[src/hw/rtl/hdg_pkg.sv]
// ----------------------------------------------------------------------------
// hdg_pkg
// Shared types, constants and the arctangent table of the distance gate.
// ----------------------------------------------------------------------------
`timescale 1ns / 1ps
`default_nettype none

package hdg_pkg;

    localparam int CORDIC_ITERATIONS = 24;
    localparam int CORDIC_STEPS      = (CORDIC_ITERATIONS > 40) ? 40 : CORDIC_ITERATIONS;
    localparam int ROOT_STEPS        = 31;
    localparam int STEP_W            = 6;

    localparam int LAT_W  = 31;
    localparam int LON_W  = 32;
    localparam int DIST_W = 26;
    localparam int CW     = 36;

    localparam logic signed [LAT_W-1:0] LAT_LIMIT = 31'sd900000000;
    localparam logic signed [33:0]      HALF_TURN = 34'sd1800000000;
    localparam logic signed [33:0]      FULL_TURN = 34'sd3600000000;
    localparam logic [31:0]             DEG_TO_RAD_Q  = 32'd2012227627;
    localparam logic [31:0]             TWO_RADIUS_Q3 = 32'd334435712;
    localparam logic [31:0]             GAIN_INV      = 32'd652032874;
    localparam logic [30:0]             Q30_ONE       = 31'h4000_0000;
    localparam logic [DIST_W-1:0]       MIN_DIST_RESET = 26'd50;

    typedef enum logic [4:0] {
        OP_NONE,
        OP_CAPTURE,
        OP_FIRST,
        OP_PREP,
        OP_MUL_ANGLE,
        OP_LOAD_ROT,
        OP_STEP_ROT,
        OP_MUL_SQ,
        OP_STORE_SQ,
        OP_STORE_COS,
        OP_MUL_CC,
        OP_STORE_CC,
        OP_MUL_A,
        OP_STORE_A,
        OP_LOAD_ROOT,
        OP_STEP_ROOT,
        OP_STORE_ROOT,
        OP_LOAD_VEC,
        OP_STEP_VEC,
        OP_MUL_DIST,
        OP_STORE_DIST
    } t_op;

    typedef enum logic [4:0] {
        ST_IDLE,
        ST_FIRST,
        ST_PREP,
        ST_ANG_MUL,
        ST_ROT_LOAD,
        ST_ROT,
        ST_SQ_MUL,
        ST_SQ_ST,
        ST_COS_ST,
        ST_CC_MUL,
        ST_CC_ST,
        ST_A_MUL,
        ST_A_ST,
        ST_ROOT_LOAD,
        ST_ROOT,
        ST_ROOT_ST,
        ST_VEC_LOAD,
        ST_VEC,
        ST_D_MUL,
        ST_DONE
    } t_state;

    typedef struct packed {
        t_op               op;
        logic [1:0]        sel;
        logic [STEP_W-1:0] step;
    } t_cmd;

    typedef struct packed {
        logic have_fix;
    } t_status;

    function automatic logic [29:0] atan_q30(input logic [STEP_W-1:0] idx);
        logic [29:0] v;
        case (idx)
            6'd0:    v = 30'd843314856;
            6'd1:    v = 30'd497837829;
            6'd2:    v = 30'd263043836;
            6'd3:    v = 30'd133525158;
            6'd4:    v = 30'd67021686;
            6'd5:    v = 30'd33543515;
            6'd6:    v = 30'd16775850;
            6'd7:    v = 30'd8388437;
            6'd8:    v = 30'd4194282;
            6'd9:    v = 30'd2097149;
            6'd10:   v = 30'd1048575;
            6'd11:   v = 30'd524287;
            6'd12:   v = 30'd262143;
            6'd13:   v = 30'd131071;
            6'd14:   v = 30'd65535;
            6'd15:   v = 30'd32767;
            6'd16:   v = 30'd16383;
            6'd17:   v = 30'd8191;
            6'd18:   v = 30'd4095;
            6'd19:   v = 30'd2047;
            6'd20:   v = 30'd1023;
            6'd21:   v = 30'd511;
            6'd22:   v = 30'd255;
            6'd23:   v = 30'd127;
            6'd24:   v = 30'd63;
            6'd25:   v = 30'd31;
            6'd26:   v = 30'd15;
            6'd27:   v = 30'd8;
            6'd28:   v = 30'd4;
            6'd29:   v = 30'd2;
            6'd30:   v = 30'd1;
            default: v = 30'd0;
        endcase
        return v;
    endfunction

endpackage

`default_nettype wire

[src/hw/rtl/hdg_ctrl.sv]
// ----------------------------------------------------------------------------
// hdg_ctrl
// Sequencer that steps the datapath through one distance computation.
// ----------------------------------------------------------------------------
`timescale 1ns / 1ps
`default_nettype none

module hdg_ctrl (
    input  wire                 i_clk,
    input  wire                 i_rst_n,
    input  wire                 i_in_valid,
    output logic                o_in_ready,
    output logic                o_out_valid,
    input  wire                 i_out_ready,
    input  hdg_pkg::t_status    i_status,
    output hdg_pkg::t_cmd       o_cmd
);

    hdg_pkg::t_state                r_state, n_state;
    logic [1:0]                     r_sel, n_sel;
    logic [hdg_pkg::STEP_W-1:0]     r_step, n_step;
    logic                           r_out_valid, n_out_valid;
    logic                           out_free;

    assign out_free = !r_out_valid || i_out_ready;

    always_ff @(posedge i_clk) begin
        if (!i_rst_n) begin
            r_state     <= hdg_pkg::ST_IDLE;
            r_sel       <= 2'd0;
            r_step      <= '0;
            r_out_valid <= 1'b0;
        end else begin
            r_state     <= n_state;
            r_sel       <= n_sel;
            r_step      <= n_step;
            r_out_valid <= n_out_valid;
        end
    end

    always_comb begin
        n_state     = r_state;
        n_sel       = r_sel;
        n_step      = r_step;
        n_out_valid = r_out_valid && !i_out_ready;
        case (r_state)
            hdg_pkg::ST_IDLE: begin
                if (i_in_valid) begin
                    n_state = i_status.have_fix ? hdg_pkg::ST_PREP : hdg_pkg::ST_FIRST;
                end
            end
            hdg_pkg::ST_FIRST, hdg_pkg::ST_DONE: begin
                if (out_free) begin
                    n_state     = hdg_pkg::ST_IDLE;
                    n_out_valid = 1'b1;
                end
            end
            hdg_pkg::ST_PREP: begin
                n_state = hdg_pkg::ST_ANG_MUL;
                n_sel   = 2'd0;
            end
            hdg_pkg::ST_ANG_MUL: n_state = hdg_pkg::ST_ROT_LOAD;
            hdg_pkg::ST_ROT_LOAD: begin
                n_state = hdg_pkg::ST_ROT;
                n_step  = '0;
            end
            hdg_pkg::ST_ROT: begin
                if (r_step == hdg_pkg::STEP_W'(hdg_pkg::CORDIC_STEPS - 1)) begin
                    n_state = r_sel[1] ? hdg_pkg::ST_COS_ST : hdg_pkg::ST_SQ_MUL;
                end else begin
                    n_step = r_step + hdg_pkg::STEP_W'(1);
                end
            end
            hdg_pkg::ST_SQ_MUL: n_state = hdg_pkg::ST_SQ_ST;
            hdg_pkg::ST_SQ_ST: begin
                n_state = hdg_pkg::ST_ANG_MUL;
                n_sel   = r_sel + 2'd1;
            end
            hdg_pkg::ST_COS_ST: begin
                if (r_sel == 2'd3) begin
                    n_state = hdg_pkg::ST_CC_MUL;
                end else begin
                    n_state = hdg_pkg::ST_ANG_MUL;
                    n_sel   = r_sel + 2'd1;
                end
            end
            hdg_pkg::ST_CC_MUL: n_state = hdg_pkg::ST_CC_ST;
            hdg_pkg::ST_CC_ST:  n_state = hdg_pkg::ST_A_MUL;
            hdg_pkg::ST_A_MUL:  n_state = hdg_pkg::ST_A_ST;
            hdg_pkg::ST_A_ST: begin
                n_state = hdg_pkg::ST_ROOT_LOAD;
                n_sel   = 2'd0;
            end
            hdg_pkg::ST_ROOT_LOAD: begin
                n_state = hdg_pkg::ST_ROOT;
                n_step  = '0;
            end
            hdg_pkg::ST_ROOT: begin
                if (r_step == hdg_pkg::STEP_W'(hdg_pkg::ROOT_STEPS - 1)) begin
                    n_state = hdg_pkg::ST_ROOT_ST;
                end else begin
                    n_step = r_step + hdg_pkg::STEP_W'(1);
                end
            end
            hdg_pkg::ST_ROOT_ST: begin
                if (r_sel == 2'd0) begin
                    n_state = hdg_pkg::ST_ROOT_LOAD;
                    n_sel   = 2'd1;
                end else begin
                    n_state = hdg_pkg::ST_VEC_LOAD;
                end
            end
            hdg_pkg::ST_VEC_LOAD: begin
                n_state = hdg_pkg::ST_VEC;
                n_step  = '0;
            end
            hdg_pkg::ST_VEC: begin
                if (r_step == hdg_pkg::STEP_W'(hdg_pkg::CORDIC_STEPS - 1)) begin
                    n_state = hdg_pkg::ST_D_MUL;
                end else begin
                    n_step = r_step + hdg_pkg::STEP_W'(1);
                end
            end
            hdg_pkg::ST_D_MUL: n_state = hdg_pkg::ST_DONE;
            default: n_state = hdg_pkg::ST_IDLE;
        endcase
    end

    always_comb begin
        o_in_ready  = 1'b0;
        o_out_valid = r_out_valid;
        o_cmd.op    = hdg_pkg::OP_NONE;
        o_cmd.sel   = r_sel;
        o_cmd.step  = r_step;
        case (r_state)
            hdg_pkg::ST_IDLE: begin
                o_in_ready = 1'b1;
                if (i_in_valid) begin
                    o_cmd.op = hdg_pkg::OP_CAPTURE;
                end
            end
            hdg_pkg::ST_FIRST: begin
                if (out_free) begin
                    o_cmd.op = hdg_pkg::OP_FIRST;
                end
            end
            hdg_pkg::ST_DONE: begin
                if (out_free) begin
                    o_cmd.op = hdg_pkg::OP_STORE_DIST;
                end
            end
            hdg_pkg::ST_PREP:      o_cmd.op = hdg_pkg::OP_PREP;
            hdg_pkg::ST_ANG_MUL:   o_cmd.op = hdg_pkg::OP_MUL_ANGLE;
            hdg_pkg::ST_ROT_LOAD:  o_cmd.op = hdg_pkg::OP_LOAD_ROT;
            hdg_pkg::ST_ROT:       o_cmd.op = hdg_pkg::OP_STEP_ROT;
            hdg_pkg::ST_SQ_MUL:    o_cmd.op = hdg_pkg::OP_MUL_SQ;
            hdg_pkg::ST_SQ_ST:     o_cmd.op = hdg_pkg::OP_STORE_SQ;
            hdg_pkg::ST_COS_ST:    o_cmd.op = hdg_pkg::OP_STORE_COS;
            hdg_pkg::ST_CC_MUL:    o_cmd.op = hdg_pkg::OP_MUL_CC;
            hdg_pkg::ST_CC_ST:     o_cmd.op = hdg_pkg::OP_STORE_CC;
            hdg_pkg::ST_A_MUL:     o_cmd.op = hdg_pkg::OP_MUL_A;
            hdg_pkg::ST_A_ST:      o_cmd.op = hdg_pkg::OP_STORE_A;
            hdg_pkg::ST_ROOT_LOAD: o_cmd.op = hdg_pkg::OP_LOAD_ROOT;
            hdg_pkg::ST_ROOT:      o_cmd.op = hdg_pkg::OP_STEP_ROOT;
            hdg_pkg::ST_ROOT_ST:   o_cmd.op = hdg_pkg::OP_STORE_ROOT;
            hdg_pkg::ST_VEC_LOAD:  o_cmd.op = hdg_pkg::OP_LOAD_VEC;
            hdg_pkg::ST_VEC:       o_cmd.op = hdg_pkg::OP_STEP_VEC;
            hdg_pkg::ST_D_MUL:     o_cmd.op = hdg_pkg::OP_MUL_DIST;
            default:               o_cmd.op = hdg_pkg::OP_NONE;
        endcase
    end

endmodule

`default_nettype wire

[config.mk]
export PLATFORM = sky130hd
export DESIGN_NAME = hdg_ctrl
export DESIGN_NICKNAME = d
export VERILOG_FILES = /design/src/hw/rtl/hdg_pkg.sv /design/src/hw/rtl/hdg_ctrl.sv
export SDC_FILE = /design/constraint.sdc
export NUM_CORES = 1
export LEC_CHECK = 0
export CORE_MARGIN = 3
export CORE_UTILIZATION = 56
export CTS_CLUSTER_SIZE = 28
export DETAILED_ROUTE_END_ITERATION = 16
export DONT_BUFFER_PORTS = 1
export GPL_TIMING_DRIVEN = 0
export PLACE_DENSITY_LB_ADDON = 0.3
export SLEW_MARGIN = 20
export SYNTH_ARGS = -nofsm -noshare
export SYNTH_HDL_FRONTEND = slang
export SYNTH_SLANG_ARGS = --single-unit
[constraint.sdc]
create_clock -name i_clk -period 1.65 [get_ports i_clk]
set_input_delay 0.33 -clock i_clk [delete_from_list [all_inputs] [get_ports i_clk]]
set_output_delay 0.33 -clock i_clk [all_outputs]
set_load 0.03 [all_outputs]
==> impl_summary.md, run 1 <==
Yosys
The async set or reset register ratio after synthesis is 0. Counting every net in the synthesized netlist gives between 150 and 200. Among all flip-flop cells after synthesis, the most frequent one is dfxtp_1. The mean area per synthesized cell is roughly 7.6 µm². nor2_1 is the most common cell in the netlist.

The cell area that synthesis handed to floorplanning was approximately 1300 µm². The count of flip-flops with a built-in enable after synthesis is 0. The count of yosys warnings during synthesis is 0. Sorting the synthesized cells by area gives the leading types as dfxtp_1 22%, nor2_1 6.3%, a21oi_1 4.4%. The share of synthesized area in the top cell type comes to 0.223. The unique cell type count in the Yosys netlist is 57. The part of the Yosys area used for sequential elements is 0.223.

Counting instances in the post-synthesis netlist gives the leading cell types as 21 x nor2_1, 14 x dfxtp_1, 11 x a21oi_1. After technology mapping, the gate count stands at approximately 170. The number of synthesized register bits is 14. The biggest area consumer among synthesized cells is dfxtp_1.

Placement
At the end of routability-driven placement, the weighted congestion stood at 0.925. Once detailed placement completed, the half-perimeter wirelength came to between 2000 and 3000 µm. The number of buffers added on ports is 0.

Clock tree
The count of hold buffers inserted by post-cts repair is 0. The number of buffers on the longest clock path is 2. The tree built by TritonCTS fans out to 14 sinks.

The root cell of the clock tree is clkbuf_4. The deepest level of the CTS H-tree is 1. Counting the buffers created by CTS gives 3.

STA
After the last repair the worst path ends at a register input. The worst endpoint after global-route timing repair is r_step[1]$_SDFFE_PN0P_/D.

Outcome
The run stopped with a tool error. The tool reported: "[ERROR DPL-0038] Utilization greater than 100%, impossible to legalize". Progress stopped at global routing (5_1_grt).

Floorplanning
The number of placement rows is 16. The number of top-level pins is 20. The effective utilization at floorplan is 0.616.

The height of the die is between 50 and 60 µm. The die span in x is approximately 53 µm.

Global routing
Entering global routing, the biggest net connects 11 pins.
## through the flow
stage	util	cell area, µm²	setup WS [ps]	hold slack [ps]	std cells
CTS	0.915	1870	-97.5	179	224
detailed placement	0.652	1330	-390	460	193
global placement	0.652	1330	-401	462	193
floorplan	-	1300	-172	456	166
## cells by family after synthesis
family,after synthesis,share of synthesized area
simple gates,60,0.246
compound gates,58,0.348
buf+inv,22,0.0835
flops,14,0.223
xor+xnor,4,0.0278
mux,4,0.0328
fa+ha+maj,4,0.0398
## repair_timing
item / in CTS
buffers inserted: 29
pin swaps: 16
resized for setup: 79
hold endpoints to repair: 0
endpoints found under the setup margin: 19
==> run 2, diff against run 1 <==
--- a/config.mk
+++ b/config.mk
@@ -5,13 +5,12 @@
 export SDC_FILE = /design/constraint.sdc
 export NUM_CORES = 1
 export LEC_CHECK = 0
-export CORE_MARGIN = 3
-export CORE_UTILIZATION = 56
-export CTS_CLUSTER_SIZE = 28
+export CORE_AREA = 3 3 64 66
 export DETAILED_ROUTE_END_ITERATION = 16
+export DIE_AREA = 0 0 67 69
 export DONT_BUFFER_PORTS = 1
 export GPL_TIMING_DRIVEN = 0
-export PLACE_DENSITY_LB_ADDON = 0.3
+export PLACE_DENSITY_LB_ADDON = 0.15
 export SLEW_MARGIN = 20
 export SYNTH_ARGS = -nofsm -noshare
 export SYNTH_HDL_FRONTEND = slang
==> constraint.sdc (replaced) <==
create_clock -name i_clk -period 2.1 [get_ports i_clk]
set_input_delay 0.42 -clock i_clk [delete_from_list [all_inputs] [get_ports i_clk]]
set_output_delay 0.42 -clock i_clk [all_outputs]
set_load 0.03 [all_outputs]
==> run 2 against run 1 <==
  * Synthesized cell count unchanged
  * Synthesized area unchanged
  * The flow now finishes without violations
==> impl_summary.md, run 2 <==
Outcome
Outcome: finished, final reports clean (was stopped before the end).

Global routing
The all-layer global routing usage is 0.164. The initial antenna violation count came to 0. The maximum number of pins on one net before global-route repair is 11. The first global-routing pass estimated ~6000 µm of wire. The leftover overflow at the end of global routing is 0. In the global route stage, met2 resource usage came out at 0.264.

In the global route stage, met1 resource usage came out at 0.211. The met3 track demand over resource in global routing is 0.0244. The layer flagged by global routing as most heavily used is met2. The via count of the first global-routing pass is between 1,000 and 1,500.

Yosys
The unique cell type count in the Yosys netlist is 57 (unchanged). The number of synthesized register bits is 14 (unchanged). The share of the synthesized area in the top cell type was 0.223 (unchanged). The count of yosys warnings during synthesis came to 0 (unchanged). The post-synth design cell area was 1260 µm² (unchanged).

The count of flip-flops with a built-in enable after synthesis was 0 (unchanged). The number of nets in the synthesized netlist was 175 (unchanged). The most frequent cell after synthesis was nor2_1 (unchanged). The mean area per synthesized cell was 7.58 µm² (unchanged).

The biggest area consumer among synthesized cells was dfxtp_1 (unchanged). Cell types with the highest counts after synthesis: 21 x nor2_1, 14 x dfxtp_1, 11 x a21oi_1 (unchanged). The part of the Yosys area used for sequential elements is 0.223 (unchanged).

The async set or reset register ratio after synthesis came to 0 (unchanged). The number of standard cells after synthesis is 166 (unchanged). Most area-consuming cells after synthesis: dfxtp_1 22%, nor2_1 6.3%, a21oi_1 4.4% (unchanged). The commonest register cell after synthesis is dfxtp_1 (unchanged).

Floorplanning
The effective utilization at floorplan is 0.346 (was 0.616). The number of top-level pins is 20 (unchanged). The die span in x came to 67 µm (was 53.4 µm).

The core area is 3630 µm². The die covers 4620 µm². The height of the die came to 69 µm (was 53.4 µm). The number of placement rows was 22 (was 16).

Pwr
In this run the power density over the cells is 1200 nW/µm². Across the VDD grid, the largest voltage drop is 0.357 mV. The overall power consumption is roughly 1.7 mW.

In this run the static leakage power is 0.553 nW.

Worst setup path
The worst setup path is launched from a register. The largest fanout on the critical path is 10. The worst reg2reg path startpoint is r_step[0].

The cell depth of the worst flop-to-flop path is 7. The required time of the critical path is 1680 ps. By startpoint and endpoint, the worst setup path is classified as register to primary output. The data arrival time of the critical path is 1600 ps.

The worst setup path is captured at a primary output. The register-to-register setup slack is around 170 ps. In this run the critical register-to-register path is captured at r_state[2].

Final layout
The largest register by flop count is r_step. The count of fill cells added during filler insertion is 407. The register with the most flip-flops in the layout has 6 of them. The antenna diode instance count is 0.

The synthesis-to-layout area growth is 15.8%. The number of nets at the end of the flow is 180. In the final layout, the registers with the most flip-flops are r_step (6), r_state (5), r_sel (2).

The top cell types in the final layout, fill and taps aside, are 20 x nor2_1, 11 x a21oi_1, 9 x inv_1, 7 x o21ai_0, 7 x dfxtp_2. The most common cell after layout, fill and taps aside is nor2_1. In the final layout, the share of cells above drive strength 1 is 0.201.

Placement
The number of buffers added on ports is 0 (unchanged). The routability congestion estimate is 0.862 (was 0.925). The post-detailed-placement half-perimeter wirelength came to 2730 µm (was 2610 µm).

Route
The first detailed-routing pass took 4 iterations. The remaining number of nets flagged by the antenna check after routing is 0. After detailed routing, the number of remaining DRC violations is 0. The first routing iteration left about 120 violations. After detailed routing, the number of vias per cell comes to 5.83. The total vias in the final route is 1,265.

Dividing the detail-routed wire length by the instance count gives 16.6 µm. For this block, the routed nets add up to 3600 µm of wire.

STA
The worst-case headroom to the max-slew limit is 0.558. The final-layout worst hold slack is 331 ps. The shortest period the worst path allows is 2020 ps.

The count of endpoints failing hold in the final timing report came to 0. The maximum clock frequency is 495 MHz. Setup violations remaining at the end of the flow were counted as 0. Across the routed clock network, the largest skew measured is 1.52 ps. Dividing the final minimum period by the clock period gives 0.962. At the pin with the least slew margin, the transition time is roughly 660 ps. The final number of max-transition violations came to 0. Setup repair after global routing left no endpoint under its margin.

Worst hold path
The launch instance of the worst min-delay path is i_rst_n. The path with the worst hold slack has its endpoint at r_state[3]. The hold path depth is 1. The class of the tightest hold or removal check is input port to register.

Clock tree
The clock buffer count from CTS is 3 (unchanged). The clock transition time at the flip-flop clock pins of the worst setup and hold paths is 50 ps. The root cell of the clock tree is clkbuf_8 (was clkbuf_4). The TritonCTS clock tree is yes. The number of sinks on the clock net is 14 (unchanged).

The later pin in the worst-skew pair is clocked with a latency of ~240 ps. The number of buffers on the longest clock path is 2 (unchanged). The buffer count from post-CTS setup fixing is 0 (was 29). The deepest level of the CTS H-tree is 1 (unchanged).

Run
The number of max-capacitance violations reported is 0.
run 2: cell counts after synthesis:
No cell type changed its count.
run 2: kinds of logic after synthesis:
kind of cell / count (synthesis) / share of synthesized area
compound gates: 58 / 0.348
flops: 14 / 0.223
mux: 4 / 0.0328
buf+inv: 22 / 0.0835
fa+ha+maj: 4 / 0.0398
xor+xnor: 4 / 0.0278
simple gates: 60 / 0.246
run 2: worst max path at each step:
| stage | startpoint | end | slack, ps | cells after the start |
|---|---|---|---|---|
| after CTS | r_state[4] | o_cmd[9] | 10 | 5 |
| after global placement | r_state[4] | o_cmd[9] | -150 | 5 |
| after detailed placement | r_state[4] | o_cmd[9] | -140 | 5 |
| final | r_state[2] | o_cmd[9] | 80 | 5 |
| after floorplan | r_step[0] | r_state[3] | 130 | 7 |
| after global routing | r_state[3] | o_cmd[8] | 3 | 4 |
run 2: layout make-up:
type | instances | area (µm²) | share of cell area
Multi-Input combinational cell | 130 | 920 | 0.631
Inverter | 9 | 33.8 | 0.0232
Buffer | 13 | 110 | 0.0755
Clock buffer | 3 | 41.3 | 0.0283
Sequential cell | 14 | 293 | 0.201
Tap cell | 48 | 60.1 | 0.0412
run 2: metal layers:
layer	vias up	wire length [µm]
met5	-	0
met4	0	78
met3	7	144
met2	27	1790
met1	604	1580
li1	627	-
run 2: stage by stage:
step	setup slack, ps	area [µm²]	TNS, ps	util	cells
after detailed placement	-145	1320	-514	0.364	214
after CTS	10.2	1410	0	0.387	217
after global routing	2.99	1460	0	0.401	217
final	80.3	1460	0	0.401	217
after global placement	-151	1320	-391	0.364	214
after floorplan	127	1260	0	-	166
run 2: where the power goes:
part / leakage, nW / internal (mW) / switching (mW) / total [mW]
Combinational: 0.414 / 0.429 / 0.695 / 1.12
Sequential: 0.118 / 0.321 / 0.0927 / 0.414
Clock: 0.0216 / 0.126 / 0.0818 / 0.208
Total: 0.553 / 0.877 / 0.869 / 1.75
run 2: worst max-delay path: stages, from the launching register on:
cell and delay (ps):
dfxtp_2 380, buf_6 160, buf_4 190, nor4_1 70
o21a_1 210, nor3_4 350
run 2: timing repair:
| action | 4_1_cts | 5_1_grt |
|---|---|---|
| gates resized for setup | 15 | 20 |
| hold buffers | 0 | 0 |
| pin swaps | 1 | 1 |
| endpoints found under the setup margin | 10 | 13 |
No activity file was read; power rests on OpenSTA's default activity.
